[config.mk]
export PLATFORM = sky130hd
export DESIGN_NAME = blake2s_hash_engine
export DESIGN_NICKNAME = d
export VERILOG_FILES = /design/src/design/b2s_pkg.sv /design/src/design/b2s_gmix.sv /design/src/design/b2s_compress.sv /design/src/design/blake2s_hash_engine.sv
export SDC_FILE = /design/constraint.sdc
export NUM_CORES = 2
export LEC_CHECK = 0
export BUFFER_PORTS_ARGS = -buffer_cell sky130_fd_sc_hd__buf_2
export CORE_ASPECT_RATIO = 1.4
export CORE_MARGIN = 2
export CORE_UTILIZATION = 50
export DETAILED_ROUTE_END_ITERATION = 12
export GPL_ROUTABILITY_DRIVEN = 0
export GPL_TIMING_DRIVEN = 1
export MAX_ROUTING_LAYER = met4
export PLACE_DENSITY = 0.66
export SYNTH_ARGS = -nofsm -noshare
export SYNTH_HDL_FRONTEND = slang
export SYNTH_SLANG_ARGS = --single-unit
[constraint.sdc]
create_clock -name i_clk -period 11.6 [get_ports i_clk]
set_clock_uncertainty 0.05 [all_clocks]
set_input_delay 2.32 -clock i_clk [delete_from_list [all_inputs] [get_ports i_clk]]
set_output_delay 2.32 -clock i_clk [all_outputs]
set_load 0.05 [all_outputs]
[src/design/b2s_pkg.sv]
// ----------------------------------------------------------------------------
// b2s_pkg: shared types and constants of the BLAKE2s-256 hash engine
// Holds the IV, the parameter word, the message schedule and FSM types.
// ----------------------------------------------------------------------------
`default_nettype none
package b2s_pkg;

    localparam int BLOCK_BYTES = 64;

    localparam logic [31:0] IV [0:7] = '{
        32'h6A09E667, 32'hBB67AE85, 32'h3C6EF372, 32'hA54FF53A,
        32'h510E527F, 32'h9B05688C, 32'h1F83D9AB, 32'h5BE0CD19
    };

    // digest length 32, fanout 1, depth 1
    localparam logic [31:0] PARAM_WORD = 32'h01010020;

    localparam int ROUNDS = 10;

    localparam logic [3:0] SIGMA [0:9][0:15] = '{
        '{4'd0, 4'd1, 4'd2, 4'd3, 4'd4, 4'd5, 4'd6, 4'd7,
          4'd8, 4'd9, 4'd10, 4'd11, 4'd12, 4'd13, 4'd14, 4'd15},
        '{4'd14, 4'd10, 4'd4, 4'd8, 4'd9, 4'd15, 4'd13, 4'd6,
          4'd1, 4'd12, 4'd0, 4'd2, 4'd11, 4'd7, 4'd5, 4'd3},
        '{4'd11, 4'd8, 4'd12, 4'd0, 4'd5, 4'd2, 4'd15, 4'd13,
          4'd10, 4'd14, 4'd3, 4'd6, 4'd7, 4'd1, 4'd9, 4'd4},
        '{4'd7, 4'd9, 4'd3, 4'd1, 4'd13, 4'd12, 4'd11, 4'd14,
          4'd2, 4'd6, 4'd5, 4'd10, 4'd4, 4'd0, 4'd15, 4'd8},
        '{4'd9, 4'd0, 4'd5, 4'd7, 4'd2, 4'd4, 4'd10, 4'd15,
          4'd14, 4'd1, 4'd11, 4'd12, 4'd6, 4'd8, 4'd3, 4'd13},
        '{4'd2, 4'd12, 4'd6, 4'd10, 4'd0, 4'd11, 4'd8, 4'd3,
          4'd4, 4'd13, 4'd7, 4'd5, 4'd15, 4'd14, 4'd1, 4'd9},
        '{4'd12, 4'd5, 4'd1, 4'd15, 4'd14, 4'd13, 4'd4, 4'd10,
          4'd0, 4'd7, 4'd6, 4'd3, 4'd9, 4'd2, 4'd8, 4'd11},
        '{4'd13, 4'd11, 4'd7, 4'd14, 4'd12, 4'd1, 4'd3, 4'd9,
          4'd5, 4'd0, 4'd15, 4'd4, 4'd8, 4'd6, 4'd2, 4'd10},
        '{4'd6, 4'd15, 4'd14, 4'd9, 4'd11, 4'd3, 4'd0, 4'd8,
          4'd12, 4'd2, 4'd13, 4'd7, 4'd1, 4'd4, 4'd10, 4'd5},
        '{4'd10, 4'd2, 4'd8, 4'd4, 4'd7, 4'd6, 4'd1, 4'd5,
          4'd15, 4'd11, 4'd9, 4'd14, 4'd3, 4'd12, 4'd13, 4'd0}
    };

    typedef enum logic [1:0] {
        TS_IDLE,
        TS_BYTE,
        TS_COMP,
        TS_OUT
    } t_top_state;

    typedef enum logic [2:0] {
        CS_IDLE,
        CS_INIT,
        CS_MIX,
        CS_DIAG,
        CS_UNDIAG,
        CS_FEED
    } t_cmp_state;

    typedef struct packed {
        logic start;
        logic final_blk;
        logic reinit;
    } t_cmp_ctl;

    function automatic logic [31:0] chain_init(input logic [2:0] idx);
        logic [31:0] w;
        w = IV[idx];
        if (idx == 3'd0) begin
            w = w ^ PARAM_WORD;
        end
        return w;
    endfunction

endpackage
`default_nettype wire

[src/design/b2s_gmix.sv]
// ----------------------------------------------------------------------------
// b2s_gmix: half of the G mixing function
// First half uses rotations 16/12, second half 8/7.
// ----------------------------------------------------------------------------
`default_nettype none
module b2s_gmix (
    input  wire logic [31:0] i_a,
    input  wire logic [31:0] i_b,
    input  wire logic [31:0] i_c,
    input  wire logic [31:0] i_d,
    input  wire logic [31:0] i_m,
    input  wire logic        i_half,
    output logic      [31:0] o_a,
    output logic      [31:0] o_b,
    output logic      [31:0] o_c,
    output logic      [31:0] o_d
);
    logic [31:0] w_dx;
    logic [31:0] w_bx;

    // add, xor, rotate in sequence
    always_comb begin
        o_a  = i_a + i_b + i_m;
        w_dx = i_d ^ o_a;
        o_d  = i_half ? {w_dx[7:0], w_dx[31:8]} : {w_dx[15:0], w_dx[31:16]};
        o_c  = i_c + o_d;
        w_bx = i_b ^ o_c;
        o_b  = i_half ? {w_bx[6:0], w_bx[31:7]} : {w_bx[11:0], w_bx[31:12]};
    end
endmodule
`default_nettype wire

[src/design/b2s_compress.sv]
// ----------------------------------------------------------------------------
// b2s_compress: compression sequencer around one shared half-G unit
// Work vector is kept as four rows; column 0 feeds the unit and rows rotate.
// ----------------------------------------------------------------------------
`default_nettype none
module b2s_compress
    import b2s_pkg::*;
(
    input  wire logic        i_clk,
    input  wire logic        i_rst_n,
    input  wire t_cmp_ctl    i_ctl,
    input  wire logic [63:0] i_counter,
    input  wire logic [31:0] i_msg_word,
    input  wire logic [2:0]  i_rd_idx,
    output logic      [3:0]  o_msg_idx,
    output logic             o_done,
    output logic      [31:0] o_chain_word
);
    t_cmp_state  r_state;
    t_cmp_state  n_state;
    logic [31:0] r_v [0:15];
    logic [31:0] r_h [0:7];
    logic [3:0]  r_round;
    logic        r_phase;
    logic [1:0]  r_g;
    logic        r_half;
    logic        r_final;
    logic [31:0] w_a;
    logic [31:0] w_b;
    logic [31:0] w_c;
    logic [31:0] w_d;

    b2s_gmix u_gmix (
        .i_a    (r_v[0]),
        .i_b    (r_v[4]),
        .i_c    (r_v[8]),
        .i_d    (r_v[12]),
        .i_m    (i_msg_word),
        .i_half (r_half),
        .o_a    (w_a),
        .o_b    (w_b),
        .o_c    (w_c),
        .o_d    (w_d)
    );

    // next state
    always_comb begin
        n_state = r_state;
        unique case (r_state)
            CS_IDLE:   if (i_ctl.start) n_state = CS_INIT;
            CS_INIT:   n_state = CS_MIX;
            CS_MIX: begin
                if (r_half && (r_g == 2'd3)) begin
                    n_state = r_phase ? CS_UNDIAG : CS_DIAG;
                end
            end
            CS_DIAG:   n_state = CS_MIX;
            CS_UNDIAG: n_state = (r_round == 4'(ROUNDS - 1)) ? CS_FEED : CS_MIX;
            CS_FEED:   n_state = CS_IDLE;
            default:   n_state = CS_IDLE;
        endcase
    end

    // outputs
    always_comb begin
        o_done       = (r_state == CS_FEED);
        o_msg_idx    = SIGMA[r_round][{r_phase, r_g, r_half}];
        o_chain_word = r_h[i_rd_idx];
    end

    // control counters
    always_ff @(posedge i_clk) begin
        if (!i_rst_n) begin
            r_state <= CS_IDLE;
            r_round <= '0;
            r_phase <= 1'b0;
            r_g     <= '0;
            r_half  <= 1'b0;
            r_final <= 1'b0;
        end else begin
            r_state <= n_state;
            unique case (r_state)
                CS_IDLE: begin
                    r_final <= i_ctl.final_blk;
                    r_round <= '0;
                    r_phase <= 1'b0;
                    r_g     <= '0;
                    r_half  <= 1'b0;
                end
                CS_MIX: begin
                    r_half <= ~r_half;
                    if (r_half) begin
                        r_g <= r_g + 2'd1;
                    end
                end
                CS_DIAG: r_phase <= 1'b1;
                CS_UNDIAG: begin
                    r_phase <= 1'b0;
                    r_round <= r_round + 4'd1;
                end
                default: ;
            endcase
        end
    end

    // work vector datapath
    always_ff @(posedge i_clk) begin
        unique case (r_state)
            CS_INIT: begin
                for (int i = 0; i < 8; i++) begin
                    r_v[i] <= r_h[i];
                end
                for (int i = 0; i < 4; i++) begin
                    r_v[i + 8] <= IV[i];
                end
                r_v[12] <= IV[4] ^ i_counter[31:0];
                r_v[13] <= IV[5] ^ i_counter[63:32];
                r_v[14] <= r_final ? ~IV[6] : IV[6];
                r_v[15] <= IV[7];
            end
            CS_MIX: begin
                if (!r_half) begin
                    r_v[0]  <= w_a;
                    r_v[4]  <= w_b;
                    r_v[8]  <= w_c;
                    r_v[12] <= w_d;
                end else begin
                    // rotate each row left; new column goes to the end
                    for (int r = 0; r < 4; r++) begin
                        for (int c = 0; c < 3; c++) begin
                            r_v[r*4 + c] <= r_v[r*4 + c + 1];
                        end
                    end
                    r_v[3]  <= w_a;
                    r_v[7]  <= w_b;
                    r_v[11] <= w_c;
                    r_v[15] <= w_d;
                end
            end
            CS_DIAG: begin
                for (int r = 0; r < 4; r++) begin
                    for (int c = 0; c < 4; c++) begin
                        r_v[r*4 + c] <= r_v[r*4 + ((c + r) % 4)];
                    end
                end
            end
            CS_UNDIAG: begin
                for (int r = 0; r < 4; r++) begin
                    for (int c = 0; c < 4; c++) begin
                        r_v[r*4 + ((c + r) % 4)] <= r_v[r*4 + c];
                    end
                end
            end
            default: ;
        endcase
    end

    // chain value: reset, feed-forward, reload after digest
    always_ff @(posedge i_clk) begin
        if (!i_rst_n || i_ctl.reinit) begin
            for (int i = 0; i < 8; i++) begin
                r_h[i] <= chain_init(3'(i));
            end
        end else if (r_state == CS_FEED) begin
            for (int i = 0; i < 8; i++) begin
                r_h[i] <= r_h[i] ^ r_v[i] ^ r_v[i + 8];
            end
        end
    end
endmodule
`default_nettype wire

[src/design/blake2s_hash_engine.sv]
// ----------------------------------------------------------------------------
// blake2s_hash_engine: unkeyed BLAKE2s-256 over a word stream
// Packs bytes into a 64-byte block and drives the compression sequencer.
// ----------------------------------------------------------------------------
// Input words arrive on s_axis: data in tdata[31:0], valid byte count in
// tdata[34:32] (above four counts as four), tlast on the final word of a
// message. Each word is accepted, then its bytes enter the block buffer
// one per cycle while the block has room, then a closing step follows.
// When a byte finds the block full, the block is compressed first; a
// compression is launched, then runs init, 10 rounds of 16 half-G steps
// and two row shuffles, and feed-forward on the single shared half-G
// unit. s_axis_tready is low while bytes load, a block compresses or the
// digest drains.
// After the last word the final block is compressed and eight digest words
// leave on m_axis, word 0 first, index in tdata[34:32], tlast on word 7.
// A stall on m_axis holds the current word. After word 7 the engine is
// idle again with the IV reloaded and the byte counter cleared. Reset
// (synchronous, active low) loads the parameter-mixed IV and clears the
// buffer and the byte counter.
// ----------------------------------------------------------------------------
`default_nettype none
module blake2s_hash_engine
    import b2s_pkg::*;
(
    input  wire logic        i_clk,
    input  wire logic        i_rst_n,
    input  wire logic        s_axis_tvalid,
    output logic             s_axis_tready,
    input  wire logic [39:0] s_axis_tdata,  // data_word[31:0], byte_count[34:32]
    input  wire logic        s_axis_tlast,
    output logic             m_axis_tvalid,
    input  wire logic        m_axis_tready,
    output logic      [39:0] m_axis_tdata,  // digest_word[31:0], word_index[34:32]
    output logic             m_axis_tlast
);
    t_top_state  r_state;
    t_top_state  n_state;
    logic [31:0] r_msg [0:15];
    logic [31:0] r_word;
    logic [2:0]  r_cnt;
    logic [2:0]  r_bidx;
    logic        r_last;
    logic [6:0]  r_fill;
    logic [63:0] r_bcnt;
    logic [2:0]  r_oidx;
    logic        w_more;
    logic        w_full;
    logic        w_wr;
    t_cmp_ctl    w_ctl;
    logic [3:0]  w_msg_idx;
    logic        w_done;
    logic [31:0] w_chain;
    logic [5:0]  w_pos;

    assign w_more = (r_bidx < r_cnt);
    assign w_full = r_fill[6];
    assign w_pos  = r_fill[5:0];

    b2s_compress u_compress (
        .i_clk        (i_clk),
        .i_rst_n      (i_rst_n),
        .i_ctl        (w_ctl),
        .i_counter    (r_bcnt),
        .i_msg_word   (r_msg[w_msg_idx]),
        .i_rd_idx     (r_oidx),
        .o_msg_idx    (w_msg_idx),
        .o_done       (w_done),
        .o_chain_word (w_chain)
    );

    // next state
    always_comb begin
        n_state = r_state;
        unique case (r_state)
            TS_IDLE: if (s_axis_tvalid) n_state = TS_BYTE;
            TS_BYTE: begin
                priority if (w_more) begin
                    n_state = w_full ? TS_COMP : TS_BYTE;
                end else if (r_last) begin
                    n_state = TS_COMP;
                end else begin
                    n_state = TS_IDLE;
                end
            end
            TS_COMP: if (w_done) n_state = r_last && !w_more ? TS_OUT : TS_BYTE;
            TS_OUT:  if (m_axis_tready && (r_oidx == 3'd7)) n_state = TS_IDLE;
            default: n_state = TS_IDLE;
        endcase
    end

    // outputs and strobes
    always_comb begin
        s_axis_tready   = (r_state == TS_IDLE);
        m_axis_tvalid   = (r_state == TS_OUT);
        m_axis_tdata    = {5'd0, r_oidx, w_chain};
        m_axis_tlast    = (r_oidx == 3'd7);
        w_ctl.start     = (r_state == TS_BYTE) && ((w_more && w_full) || (!w_more && r_last));
        w_ctl.final_blk = !w_more;
        w_ctl.reinit    = (r_state == TS_OUT) && m_axis_tready && (r_oidx == 3'd7);
        w_wr            = (r_state == TS_BYTE) && w_more && !w_full;
    end

    // control and counters
    always_ff @(posedge i_clk) begin
        if (!i_rst_n) begin
            r_state <= TS_IDLE;
            r_fill  <= '0;
            r_bcnt  <= '0;
            r_oidx  <= '0;
            r_bidx  <= '0;
            r_cnt   <= '0;
            r_last  <= 1'b0;
        end else begin
            r_state <= n_state;
            if (s_axis_tvalid && s_axis_tready) begin
                r_cnt  <= (s_axis_tdata[34:32] > 3'd4) ? 3'd4 : s_axis_tdata[34:32];
                r_last <= s_axis_tlast;
                r_bidx <= '0;
            end
            if (w_wr) begin
                r_bidx <= r_bidx + 3'd1;
                r_fill <= r_fill + 7'd1;
            end
            // count the held bytes as the block goes out
            if (w_ctl.start) begin
                r_bcnt <= r_bcnt + {57'd0, r_fill};
            end
            if (w_done) begin
                r_fill <= '0;
            end
            if (m_axis_tvalid && m_axis_tready) begin
                r_oidx <= r_oidx + 3'd1;
            end
            if (w_ctl.reinit) begin
                r_bcnt <= '0;
            end
        end
    end

    // word latch
    always_ff @(posedge i_clk) begin
        if (s_axis_tvalid && s_axis_tready) begin
            r_word <= s_axis_tdata[31:0];
        end
    end

    // block buffer: byte-lane writes, clear after each compression
    always_ff @(posedge i_clk) begin
        if (!i_rst_n || w_done) begin
            for (int i = 0; i < 16; i++) begin
                r_msg[i] <= '0;
            end
        end else if (w_wr) begin
            r_msg[w_pos[5:2]][8*w_pos[1:0] +: 8] <= r_word[8*r_bidx[1:0] +: 8];
        end
    end
endmodule
`default_nettype wire

==> results_dict.tcl <==
set metrics [dict create \
    run_status "completed" \
    timing.rr.end "u_compress.r_v[7][22]$_DFFE_PP_" \
    root_buffer "clkbuf_16" \
    regToRegStartpoint "u_compress.r_round[3]$_SDFFE_PN0N_" \
    combPwrFrac_pct 53.6 \
    fp.dieW_um 330.5 \
    fp-row-count 167 \
    sw_frac_of_total_pct 43.10 \
    met1_length_um 86050 \
    ir_drop_mv 0.3960 \
    via_per_inst 6.190 \
    relSlewSlack_pct 15.83 \
    drive_gt1_share_pct 11.52 \
    clkSlewWorstSetupHoldPaths_ps 60 \
    layout_min_cycle_time_ps 11160 \
    p_int_mw 13.68 \
    cts_tree "yes" \
    max_stage_delay_ps 590 \
    grt_setup_unrepaired "false" \
    regArea_um2 41380 \
    worstSkewPairLatency_ps 820 \
    postCtsSetupBuffers 0 \
    cp-start-kind "flop" \
    end_kind "flop" \
    finalMaxSlewViolations 0 \
    worstHoldEndpoint "r_bcnt[26]$_SDFFE_PP0P_" \
    synthXorXnorAreaFrac_pct 8.226 \
    h-tree-depth 4 \
    final_area_um2 83680 \
    wl_um 250000 \
    p_sw_mw 10.36 \
    setup_viol 0 \
    area_delta_synth_final_pct 12.12 \
    vias 57659 \
    ant_nets 0 \
    hp-start "r_bcnt[26]$_SDFFE_PP0P_" \
    cts_sinks 1410 \
    synth_area_um2 74630 \
    grt_pass1_wl_um 364100 \
    multi_input_area_um2 31220 \
    global_route.usage.total_pct 33.60 \
    die_y_um 461.1 \
    seq_area_frac_synth_pct 55.42 \
    holdPathStages 2 \
    grt_max_degree 141 \
    critPathMaxFanout 24 \
    synthArstFlopShare_pct 0 \
    clockPowerShare_pct 19.8 \
    dr_wl_met2_um 118000 \
    first_pass_iters 6 \
    synthMuxAreaShare_pct 3.656 \
    cpMostUsedCell "a21oi_1" \
    drt_first_iter_violations 6580 \
    yosys.area_share.simple_pct 15.52 \
    yosys.area_share.adder_pct 2.488 \
    cts_buffer_depth 3 \
    seqPwrFrac_pct 26.6 \
    dpl_cell_area_um2 78940 \
    final_nets 7425 \
    io_pins 88 \
    hold_viol_final 0 \
    grt_overflow_total 0 \
    cts_made_buffers 144 \
    synthFlopType "edfxtp_1" \
    port-buffer-count 77 \
    ys_types 108 \
    antenna_found_initial 6 \
    syn-instance-count 7107 \
    ys_warn_count 0 \
    start_util_pct 50.38 \
    grt_pass1_vias 56332 \
    required_ps 12100 \
    dr_wl_met3_um 22810 \
    top_layer "met4" \
    hp-class "flop to flop" \
    synth_top_family_by_area "simple AND/OR/NAND/NOR gates" \
    tns_ps 0 \
    leakagePower_nw 29.12 \
    worstSetupPathType "flop to flop" \
    slowest_stage "dfxtp_1" \
    fp.coreArea_um2 148100 \
    hpwl_um 169900 \
    cap_viol_max_count 0 \
    cp_top_family "compound AO/OA/AOI/OAI gates" \
    power_density_nw_per_um2 287.3 \
    nFillCells 12583 \
    synth-edff-count 1312 \
    worst_slew_pin_slew_ps 1254 \
    ff2ff_setup_slack_ps 440 \
    wl_per_cell_um 26.84 \
    hold_ws_ps 458.9 \
    die_area_um2 152400 \
    critical_path_buf_inv_count 7 \
    drc_errors 0 \
    fin_crit_sh_pct 96.19 \
    fmax_mhz 89.62 \
    arrival_ps 11660 \
    syn_avg_cell_area_um2 10.50 \
    synth_compound_area_share_pct 11.51 \
    ys_ff_latch 1410 \
    reg2reg_depth 43 \
]
==> power groups by stage <==
stage | logic [mW] | registers (mW) | clock network (mW)
2_1_floorplan | 5.44 | 6.38 | 0
3_3_place_gp | 12.2 | 6.48 | 0
3_5_place_dp | 12.3 | 6.49 | 0
4_1_cts | 12.4 | 6.38 | 4.77
5_1_grt | 13.2 | 6.42 | 4.96
6_report | 12.9 | 6.40 | 4.76
==> final cells by class <==
type                            instances  area share, %
Multi-Input combinational cell       5104          37.31
Inverter                              149         0.6699
Timing Repair Buffer                  443          4.043
Clock inverter                         71         0.8672
Tap cell                             1943          2.905
Sequential cell                      1410          49.45
Clock buffer                          185          4.728
Antenna cell                           10        0.02990
==> flip-flops by register name, summed over array words and instances (netlist names), named ones only <==
signal and cells:
r_msg 512, u_compress.r_v 512, u_compress.r_h 256, r_bcnt 64
r_word 32, r_fill 7, u_compress.r_round 4, r_bidx 3
r_cnt 3, r_oidx 3, u_compress.r_state 3, r_state 2
u_compress.r_g 2, r_last 1, u_compress.r_final 1, u_compress.r_half 1
u_compress.r_phase 1
==> cell families (layout without fill, tap and decap cells) <==
family / after synthesis / in the layout
AO/OA/AOI/OAI: 1275 / 1276
AND/OR/NAND/NOR: 2821 / 2821
multiplexers: 178 / 178
other: 1 / 15
adder cells (fa/ha/maj): 128 / 128
XOR/XNOR: 696 / 696
buffers and inverters: 598 / 848
flip-flops: 1410 / 1410
==> worst max-delay path by stage <==
stage | from | end | slack (ps) | cells after the start
final | u_compress.r_round[3]$_SDFFE_PN0N_ | u_compress.r_v[7][22]$_DFFE_PP_ | 440 | 43
after global routing | u_compress.r_round[0]$_SDFFE_PN0N_ | u_compress.r_v[7][22]$_DFFE_PP_ | 20 | 46
after CTS | u_compress.r_round[0]$_SDFFE_PN0N_ | u_compress.r_v[7][22]$_DFFE_PP_ | 530 | 47
after detailed placement | u_compress.r_round[0]$_SDFFE_PN0N_ | u_compress.r_v[7][22]$_DFFE_PP_ | 610 | 47
after global placement | u_compress.r_round[0]$_SDFFE_PN0N_ | u_compress.r_v[7][22]$_DFFE_PP_ | 630 | 47
after floorplan | u_compress.r_round[0]$_SDFFE_PN0N_ | u_compress.r_v[7][22]$_DFFE_PP_ | 2240 | 46
==> routing by layer <==
layer / vias to the layer above / track usage, %
met5: - / -
met4: 0 / 25.82
met3: 930 / 6.169
met2: 3280 / 52.95
met1: 28014 / 37.90
li1: 25435 / -
==> cell usage in the layout (no fill, tap or decap), types with 146 or more instances in the layout <==
cell,instances
o21ai_0,242
nor2_1,1071
edfxtp_1,1312
nand2_1,1305
clkbuf_16,148
xor2_1,269
a21oi_1,244
buf_4,346
xnor2_1,422
inv_1,146
==> synthesized netlist by cell type (all sizes together) (10+ instances only) <==
cell type	number	area, um^2
a211oi	138	1046
a21boi	10	75.07
a21o	43	324.1
a21oi	246	1235
a221oi	16	146.4
a22o	39	341.6
a22oi	41	312.8
a311o	36	360.4
a311oi	33	289.0
a31o	26	227.7
a31oi	139	875.8
and2	114	715.7
and3	20	125.1
buf	104	518.0
clkbuf	345	1295
dfxtp	98	1962
edfxtp	1312	39400
fa	34	680.7
ha	94	1176
inv	148	555.5
mux2	34	382.9
mux2i	72	724.4
mux4	72	1622
nand2	1322	4965
nand2b	31	193.9
nand3	103	520.5
nand4	23	156.4
nor2	1083	4065
nor2b	33	209.0
nor3	38	200.2
o211ai	74	555.5
o21a	12	90.09
o21ai	256	1285
o221ai	11	113.9
o22a	53	464.2
o22ai	37	231.5
or3	14	87.58
xnor2	425	3737
xor2	269	2356
==> tightest hold or removal path, delay by kind of cell (launching register included) <==
family / cells / cell delay, ps
flops: 1 / 320
compound gates: 2 / 130
==> what timing repair did <==
action,CTS,global route
endpoints found under the setup margin,0,2
hold buffers,0,0
resized for setup,0,4
==> stage by stage <==
step	total power [mW]	cells	setup WS [ps]	utilization, %
finish	24.04	9315	441.7	56.48
global route	24.62	9311	23.83	56.48
CTS	23.54	9304	529.1	56.45
detailed placement	18.80	9048	607.2	53.29
global placement	18.68	9048	625.5	53.29
floorplan	11.82	7111	2241	-
No activity file was read; power rests on OpenSTA's default activity.
